[src/design/rc6_pkg.sv]
// Package for the RC6 block cipher: constants, command and status codes.
package rc6_pkg;

  localparam logic [31:0] MagicP = 32'hB7E15163;
  localparam logic [31:0] MagicQ = 32'h9E3779B9;

  // Commands
  localparam logic [1:0] CmdExpand  = 2'd0;
  localparam logic [1:0] CmdEncrypt = 2'd1;
  localparam logic [1:0] CmdDecrypt = 2'd2;

  // Status codes
  localparam logic [1:0] StsBlock  = 2'd0;
  localparam logic [1:0] StsKey    = 2'd1;
  localparam logic [1:0] StsReject = 2'd2;

  // Configuration register indexes
  localparam logic [1:0] RegKeyHigh = 2'd0;
  localparam logic [1:0] RegKeyLow  = 2'd1;
  localparam logic [1:0] RegRounds  = 2'd2;

  function automatic logic [31:0] rol32(input logic [31:0] x, input logic [4:0] n);
    logic [63:0] d;
    d = {x, x} << n;
    return d[63:32];
  endfunction

  function automatic logic [31:0] ror32(input logic [31:0] x, input logic [4:0] n);
    logic [63:0] d;
    d = {x, x} >> n;
    return d[31:0];
  endfunction

endpackage

[src/design/rc6_skmem.sv]
// Subkey memory: one write port, one read port, registered read data.
module rc6_skmem
  import rc6_pkg::*;
#(
  parameter int unsigned Depth = 44,
  parameter int unsigned AddrW = 6
) (
  input  logic             clk_i,
  input  logic             we_i,
  input  logic [AddrW-1:0] waddr_i,
  input  logic [31:0]      wdata_i,
  input  logic [AddrW-1:0] raddr_i,
  output logic [31:0]      rdata_o
);

  logic [31:0] mem [Depth];

  // Write and registered read
  always_ff @(posedge clk_i) begin
    if (we_i) begin
      mem[waddr_i] <= wdata_i;
    end
    rdata_o <= mem[raddr_i];
  end

endmodule

[config.mk]
export PLATFORM = sky130hd
export DESIGN_NAME = rc6_skmem
export DESIGN_NICKNAME = d
export VERILOG_FILES = /design/src/design/rc6_pkg.sv /design/src/design/rc6_skmem.sv
export SDC_FILE = /design/constraint.sdc
export NUM_CORES = 1
export LEC_CHECK = 0
export BUFFER_PORTS_ARGS = -buffer_cell sky130_fd_sc_hd__buf_2
export CORE_MARGIN = 4
export CORE_UTILIZATION = 35
export CTS_CLUSTER_DIAMETER = 30
export CTS_CLUSTER_SIZE = 16
export DETAILED_ROUTE_END_ITERATION = 10
export GPL_ROUTABILITY_DRIVEN = 0
export GPL_TIMING_DRIVEN = 0
export PLACE_DENSITY_LB_ADDON = 0.08
export SLEW_MARGIN = 20
export SYNTH_ARGS = -nofsm -noshare
export SYNTH_HDL_FRONTEND = slang
export SYNTH_SLANG_ARGS = --single-unit
[constraint.sdc]
create_clock -name clk_i -period 5.2 [get_ports clk_i]
set_input_delay 0.52 -clock clk_i [delete_from_list [all_inputs] [get_ports clk_i]]
set_output_delay 0.52 -clock clk_i [all_outputs]
set_load 0.05 [all_outputs]
==> results of run 1 <==
-- final timing paths --
path,startpoint,endpoint,cells after the start,slack (ns)
setup / recovery,raddr_i[3],rdata_o[28],6,2.28
hold / removal,raddr_i[5],rdata_o[12],2,0.16
hold reg to reg,mem[42][31],rdata_o[31],5,0.83
setup reg to reg,mem[31][30],rdata_o[30],5,3.06
-- per-stage QoR --
step / setup TNS, ns / hold WS (ns) / util
global route: 0 / 0.176 / 0.454
global placement: -303.48 / 0.813 / 0.372
finish: 0 / 0.159 / 0.454
floorplan: 0 / 0.619 / -
detailed placement: 0 / 0.816 / 0.382
CTS: 0 / 0.0990 / 0.454
-- layer usage --
metal,wire length [um],vias up,track usage
met3,8690,244,0.0395
met2,74600,934,0.307
met4,3590,0,0.0574
li1,-,11700,-
met1,65200,14700,0.252
met5,0,-,0
-- state kept, by name, summed over array words and instances (netlist names) --
name	flops
rdata_o	32
mem	1408
-- where the power goes --
part           internal (mW)  leakage, nW  switching [mW]  total (mW)
registers               12.9         12.9          0.0283        12.9
clock network           14.3         5.37            6.24        20.5
logic                  0.417         4.73           0.937        1.35
total                   27.6         23.0            7.21        34.8
-- worst max-delay path: cells and delay by family --
| family | cells | cell delay (ns) |
|---|---|---|
| buffers and inverters | 4 | 2.14 |
| AOI/OAI and AO/OA | 2 | 0.94 |
-- cell usage in the layout, fill, tap and decap left out, types with 22 or more instances in the layout --
cell | Yosys | layout
a21oi_1 | 74 | 74
a221oi_1 | 32 | 32
a22oi_1 | 64 | 64
buf_12 | 0 | 35
buf_2 | 36 | 116
buf_4 | 14 | 39
bufinv_16 | 0 | 44
clkbuf_1 | 74 | 107
clkbuf_16 | 0 | 347
clkinv_1 | 0 | 50
clkinv_2 | 0 | 34
clkinvlp_4 | 0 | 27
dfxtp_1 | 32 | 32
edfxtp_1 | 1408 | 1408
mux2_1 | 39 | 39
mux2_2 | 25 | 25
mux2i_1 | 128 | 128
mux4_2 | 288 | 288
nand2_1 | 62 | 62
nor2_4 | 0 | 38
o211ai_1 | 22 | 22
o21ai_0 | 28 | 28
o21ai_1 | 26 | 26
o22ai_1 | 32 | 32
-- Yosys cell counts (all sizes together) --
cell / count
a21oi: 74
a221oi: 32
a22oi: 64
and2: 1
buf: 70
clkbuf: 74
dfxtp: 32
edfxtp: 1408
inv: 1
mux2: 64
mux2i: 128
mux4: 288
nand2: 62
nand2b: 6
nand3: 5
nand3b: 1
nand4: 1
nor2: 54
nor2b: 6
nor3: 5
nor4: 1
o211ai: 22
o21ai: 54
o22ai: 32
o31ai: 10
or2: 2
or3: 2
or3b: 1
-- cell type report --
class,count,area [um^2],area share
Sequential cell,1440,42900,0.612
Multi-Input combinational cell,915,11300,0.161
Clock buffer,386,8880,0.127
Tap cell,2044,2560,0.0365
Clock inverter,195,2240,0.0319
Timing Repair Buffer,150,1550,0.0220
Buffer,144,693,0.00988
Antenna cell,7,17.5,0.000250
Inverter,1,3.75,0.0000535
-- logic make-up (layout without fill, tap and decap cells) --
family,Yosys count,after routing,share of synthesized area
AO/OA/AOI/OAI,288,288,0.0338
buffers and inverters,145,876,0.0127
flip-flops,1440,1440,0.787
multiplexers,480,480,0.156
other,0,7,0
AND/OR/NAND/NOR,147,147,0.0114
==> key figures, run 1 <==
Run status
  • Status: completed

Power and ir drop
  • Peak supply drop: 0.346 mV
  • Pwr dens: between 400 and 500 mW/mm^2
  • Overall Power: 34.8 mW
  • LEAKAGE: 23.0 nW

Global routing
  • First-pass GRT wire length: about 220000 um
  • Initial antenna violation count: 15
  • Vias in the first global route: roughly 30000
  • Overflow after GRT: 0
  • Gr usage total: 0.187
  • Largest net degree at the start of global routing: 45

Clock network
  • CTS tree: done
  • Clock sink count: 1440
  • Deepest clock path buffer count: 4
  • Post-CTS sizing: 0
  • Reg clk slew, reported paths: 0.05 ns
  • Htree depth: 5
  • CTS root buffer: clkbuf_16
  • Number of CTS-inserted buffers: 334
  • Skew-Pair Late Insertion Delay: 0.89 ns
  • Post-CTS Hold Fix Bufs: 0
  • Setup bufs post-CTS: 0

Logic synthesis
  • Synth Area per Inst: 21.8 um^2
  • Sequential fraction of the synthesis area: 0.787
  • Cells after synthesis: between 2000 and 3000
  • Mapped cell area: 0.0546 mm^2
  • Area contributors post-synth: edfxtp_1 (77%), mux4_2 (12%), mux2i_1 (2.3%)
  • Cell accounting for the most synthesized area: edfxtp_1
  • Post-synth cell types: 33
  • Syn Nets: 2546
  • Share of the synthesized area in the top cell type: 0.775
  • Yosys reg bits: between 1000 and 1500
  • Syn. warnings: 0

Detailed routing
  • Post-Route WL: 152000 um
  • Post-DR wirelength/cell: 28.8 um
  • Detail Route Antenna Nets: 0
  • Detailed-route DRC error count: 0
  • Vias: 27500
  • Vias/cell: 5.21
  • Router iterations before antenna repair: 5
  • Initial DRC count: 2279

Setup path
  • WP data required: 5.90 ns
  • CP max stage cell: buf_1
  • Setup CP Type: primary input to register
  • CP max stage delay: 0.84 ns
  • Crit. End Element: register
  • Crit path launch type: primary input
  • Arrival time at the worst endpoint: 3.62 ns
  • Crit-path max FO: 10
  • CP cell instances: buf_2 -> clkbuf_1 -> buf_1 -> clkbuf_1 -> o211ai_1 -> o21ai_1
  • Most frequent cell on the critical path: clkbuf_1

Placement
  • IO Port Bufs: 73
  • Pre-CTS setup slack: 1.43 ns
  • Placed Instance Area: 0.0590 mm^2
  • Final HPWL DP: 100000 um
  • Cells after DPL: 4694

STA
  • Final Setup Violations: 0
  • Worst slew margin: 0.239
  • Smallest setup slack after layout: 2.28 ns
  • Max Clk Rate: ~340 MHz
  • Clock Skew: 0.0398 ns
  • Final Max Tran Viols: 0
  • Fin crit share: 0.561
  • RSZ-0062 raised after global routing: false
  • Final hold vios: 0
  • Worst-margin pin slew: 1.14 ns
  • Tmin final: a little under 3 ns

Floorplan
  • IO Count: around 80
  • Die width: 403 um
  • # rows: 144
  • Die height: approximately 400 um
  • Core ar.: 0.155 mm^2
  • Initial core utilization: 0.353
  • DIE AREA: 0.162 mm^2

Job
  • Max_cap viols: 0

Final layout
  • Layout fillers: 13000
  • Area growth syn-to-layout: 28.5%
  • Finished Layout Cells: 5282
  • Fin nets: between 3000 and 4000
  • Layout cells sized above 1: 0.330
  • Design area: 0.0701 mm^2

Min path
  • Worst hold path class: primary input to register
Power figures use the tool's default switching activity.
==> inputs of run 2 (changes only) <==
clock period = 2.45 ns   (was 5.2 ns; I/O delays follow)
==> run 2 against run 1 <==
  * The run now ends with setup timing left
  * Via count increased by 0.70%
  * Combinational power increased by 120%
  * Core utilization increased by 0.30 points
  * Clock skew decreased by 0.0096 ns
  * Wire length increased by 3.5%
  * Global-route usage increased by 0.63 points
  * Die area unchanged
  * Largest power group unchanged
  * Largest cell class unchanged
  * Cell area increased by 0.66%
  * Highest routed layer unchanged
  * Sequential power increased by 110%
  * Register-to-register slack got worse by 3.1 ns
  * Worst setup slack got worse by 2.4 ns
  * Critical path type unchanged
==> key figures, run 2 (synthesis results as in run 1) <==
Clock network
  • Skew-Pair Late Insertion Delay: 0.87 ns (was 0.89 ns)
  • Setup bufs post-CTS: 0 (unchanged)
  • Clock sink count: 1440 (unchanged)
  • Htree depth: 5 (unchanged)
  • Number of CTS-inserted buffers: 336 (was 334)
  • Deepest clock path buffer count: 4 (unchanged)
  • CTS tree: done (unchanged)
  • Reg clk slew, reported paths: 0.05 ns (about the same)
  • CTS root buffer: clkbuf_16 (unchanged)

Global routing
  • First-pass GRT wire length: 221000 um (was 216000 um)
  • Initial antenna violation count: 16 (was 15)
  • Largest net degree at the start of global routing: 45 (unchanged)
  • Gr usage total: 0.194 (was 0.187)
  • Overflow after GRT: 0 (unchanged)
  • Vias in the first global route: 29600 (was 29700)

Power and ir drop
  • LEAKAGE: 23.2 nW (was 23.0 nW)
  • Pwr dens: 1050 mW/mm^2 (was 496 mW/mm^2)
  • Peak supply drop: 0.654 mV (was 0.346 mV)

Job
  • Max_cap viols: 0 (unchanged)

Setup path
  • Worst path bufs/invs: 2 (was 4)
  • WP data required: 3.11 ns (was 5.90 ns)
  • CP max stage delay: 0.68 ns (was 0.84 ns)
  • Reg2Reg Depth: 5 (unchanged)
  • WP depth: 6 (unchanged)
  • Worst reg-to-reg setup slack: -0.03 ns (was 3.06 ns)
  • Worst setup startpoint: raddr_i[5] (was raddr_i[3])
  • Reg2reg end: rdata_o[30] (unchanged)
  • Arrival time at the worst endpoint: 3.20 ns (was 3.62 ns)
  • Crit. End Element: register (unchanged)
  • Crit path launch type: primary input (unchanged)
  • Worst setup path endpoint: rdata_o[3] (was rdata_o[28])
  • CP cell instances: clkbuf_1 -> nand2b_1 -> clkbuf_1 -> a21oi_1 -> a21oi_1 -> o21ai_1 (was buf_2 -> clkbuf_1 -> buf_1 -> clkbuf_1 -> o211ai_1 -> o21ai_1)
  • RR Startpoint: mem[31][30] (unchanged)
  • Crit-path max FO: 10 (unchanged)
  • Setup CP Type: primary input to register (unchanged)
  • Crit-path leading delay family: buffers and inverters (unchanged)
  • CP max stage cell: clkbuf_1 (was buf_1)

Detailed routing
  • Initial DRC count: 2240 (was 2279)
  • Router iterations before antenna repair: 6 (was 5)
  • Post-DR wirelength/cell: 29.7 um (was 28.8 um)
  • Detail Route Antenna Nets: 0 (unchanged)
  • Vias: 27700 (was 27500)
  • Detailed-route DRC error count: 0 (unchanged)
  • Post-Route WL: 157000 um (was 152000 um)
  • Vias/cell: 5.24 (was 5.21)

Final layout
  • Layout fillers: 13000 (about the same)
  • Design area: 0.0706 mm^2 (was 0.0701 mm^2)
  • Top reg by flops: mem (unchanged)
  • Max reg flops: 1408 (unchanged)
  • Commonest non-fill, non-tap cell in the layout: edfxtp_1 (unchanged)
  • Layout cells sized above 1: 0.333 (was 0.330)
  • Largest registers: mem (1408), rdata_o (32) (unchanged)
  • Highest-count cells in the layout ignoring fill and taps: edfxtp_1 (1408), clkbuf_16 (343), mux4_2 (288) (was edfxtp_1 (1408), clkbuf_16 (347), mux4_2 (288))
  • Fin nets: 3036 (was 3032)
  • Area growth syn-to-layout: 29.4% (was 28.5%)

Floorplan
  • Initial core utilization: 0.353 (unchanged)
  • # rows: 144 (unchanged)
  • Core ar.: 0.155 mm^2 (unchanged)
  • Die height: 403 um (unchanged)
  • DIE AREA: 0.162 mm^2 (unchanged)
  • Die width: 403 um (unchanged)
  • IO Count: 78 (unchanged)

STA
  • Final Max Tran Viols: 0 (unchanged)
  • Fin crit share: 1.03
  • Final hold vios: 0 (unchanged)
  • Final Setup Violations: 4 (was 0)
  • Worst-margin pin slew: 1.06 ns (was 1.14 ns)
  • Tmin final: 2.53 ns
  • Clock Skew: 0.0302 ns (was 0.0398 ns)
  • Worst hold slack: 0.0627 ns (was 0.159 ns)
  • Max Clk Rate: 395 MHz
  • Smallest setup slack after layout: -0.0845 ns (was 2.28 ns)
  • Worst slew margin: 0.293 (was 0.239)

Placement
  • Placed Instance Area: 0.0594 mm^2 (was 0.0590 mm^2)
  • IO Port Bufs: 73 (unchanged)
  • Final HPWL DP: 103000 um (was 100000 um)

Run status
  • Status: finished, violations left (was completed)
  • Violated checks: setup timing

Min path
  • Worst hold path class: primary input to register (unchanged)
==> run 2: area by class of cell <==
cell class	instances	area [um^2]	area share
sequential	1440	42900	0.608
multi-input combinational	915	11300	0.160
clock inverter	215	2380	0.0337
buffer	144	701	0.00993
timing repair buffer	152	1950	0.0276
inverter	1	3.75	0.0000532
clock buffer	378	8750	0.124
tap	2044	2560	0.0362
antenna	6	15.0	0.000213
==> run 2: report_power, final <==
group,total [mW],internal (mW),leakage (nW),switching (mW)
combinational,2.96,0.898,4.87,2.07
sequential,27.4,27.4,12.9,0.0563
clock,43.5,30.1,5.39,13.3
==> run 2: per-stage QoR <==
| stage | power (mW) | worst slack [ns] | setup TNS [ns] | std cells | util |
|---|---|---|---|---|---|
| 6_report | 73.9 | -0.0845 | -0.251 | 5295 | 0.457 |
| 4_1_cts | 74.6 | 0.0194 | 0 | 5289 | 0.456 |
| 3_5_place_dp | 30.9 | -1.07 | -252.03 | 4689 | 0.384 |
| 2_1_floorplan | 29.4 | -0.282 | -74.75 | 2500 | - |
| 5_1_grt | 76.1 | -0.00642 | -0.00642 | 5289 | 0.457 |
| 3_3_place_gp | 30.8 | -2.77 | -2119.62 | 4617 | 0.373 |
==> run 2: metal layers <==
metal,wire (um),GRT usage,vias up,share of wire
li1,-,-,11700,-
met2,76700,0.315,943,0.49
met5,0,0,-,0
met1,68700,0.267,14800,0.44
met3,7920,0.0326,274,0.050
met4,4090,0.0632,0,0.026
==> run 2: how the worst min path moves through the flow <==
stage,startpoint,end,slack (ns),depth (start not counted)
after floorplan,wdata_i[0],mem[0][0],0.34,0
after global placement,raddr_i[5],rdata_o[11],0.67,2
after detailed placement,raddr_i[5],rdata_o[16],0.67,2
after CTS,wdata_i[0],mem[41][0],0.03,1
after global routing,wdata_i[23],mem[35][23],0.08,1
final,wdata_i[2],mem[33][2],0.06,1
==> run 2: timing repair <==
| item | in CTS | in global routing |
|---|---|---|
| endpoints found under the setup margin | 2 | 4 |
| hold buffers | 7 | 0 |
| pin swaps | 0 | 1 |
| gates resized for setup | 1 | 3 |
| endpoints found under the hold margin | 44 | 0 |
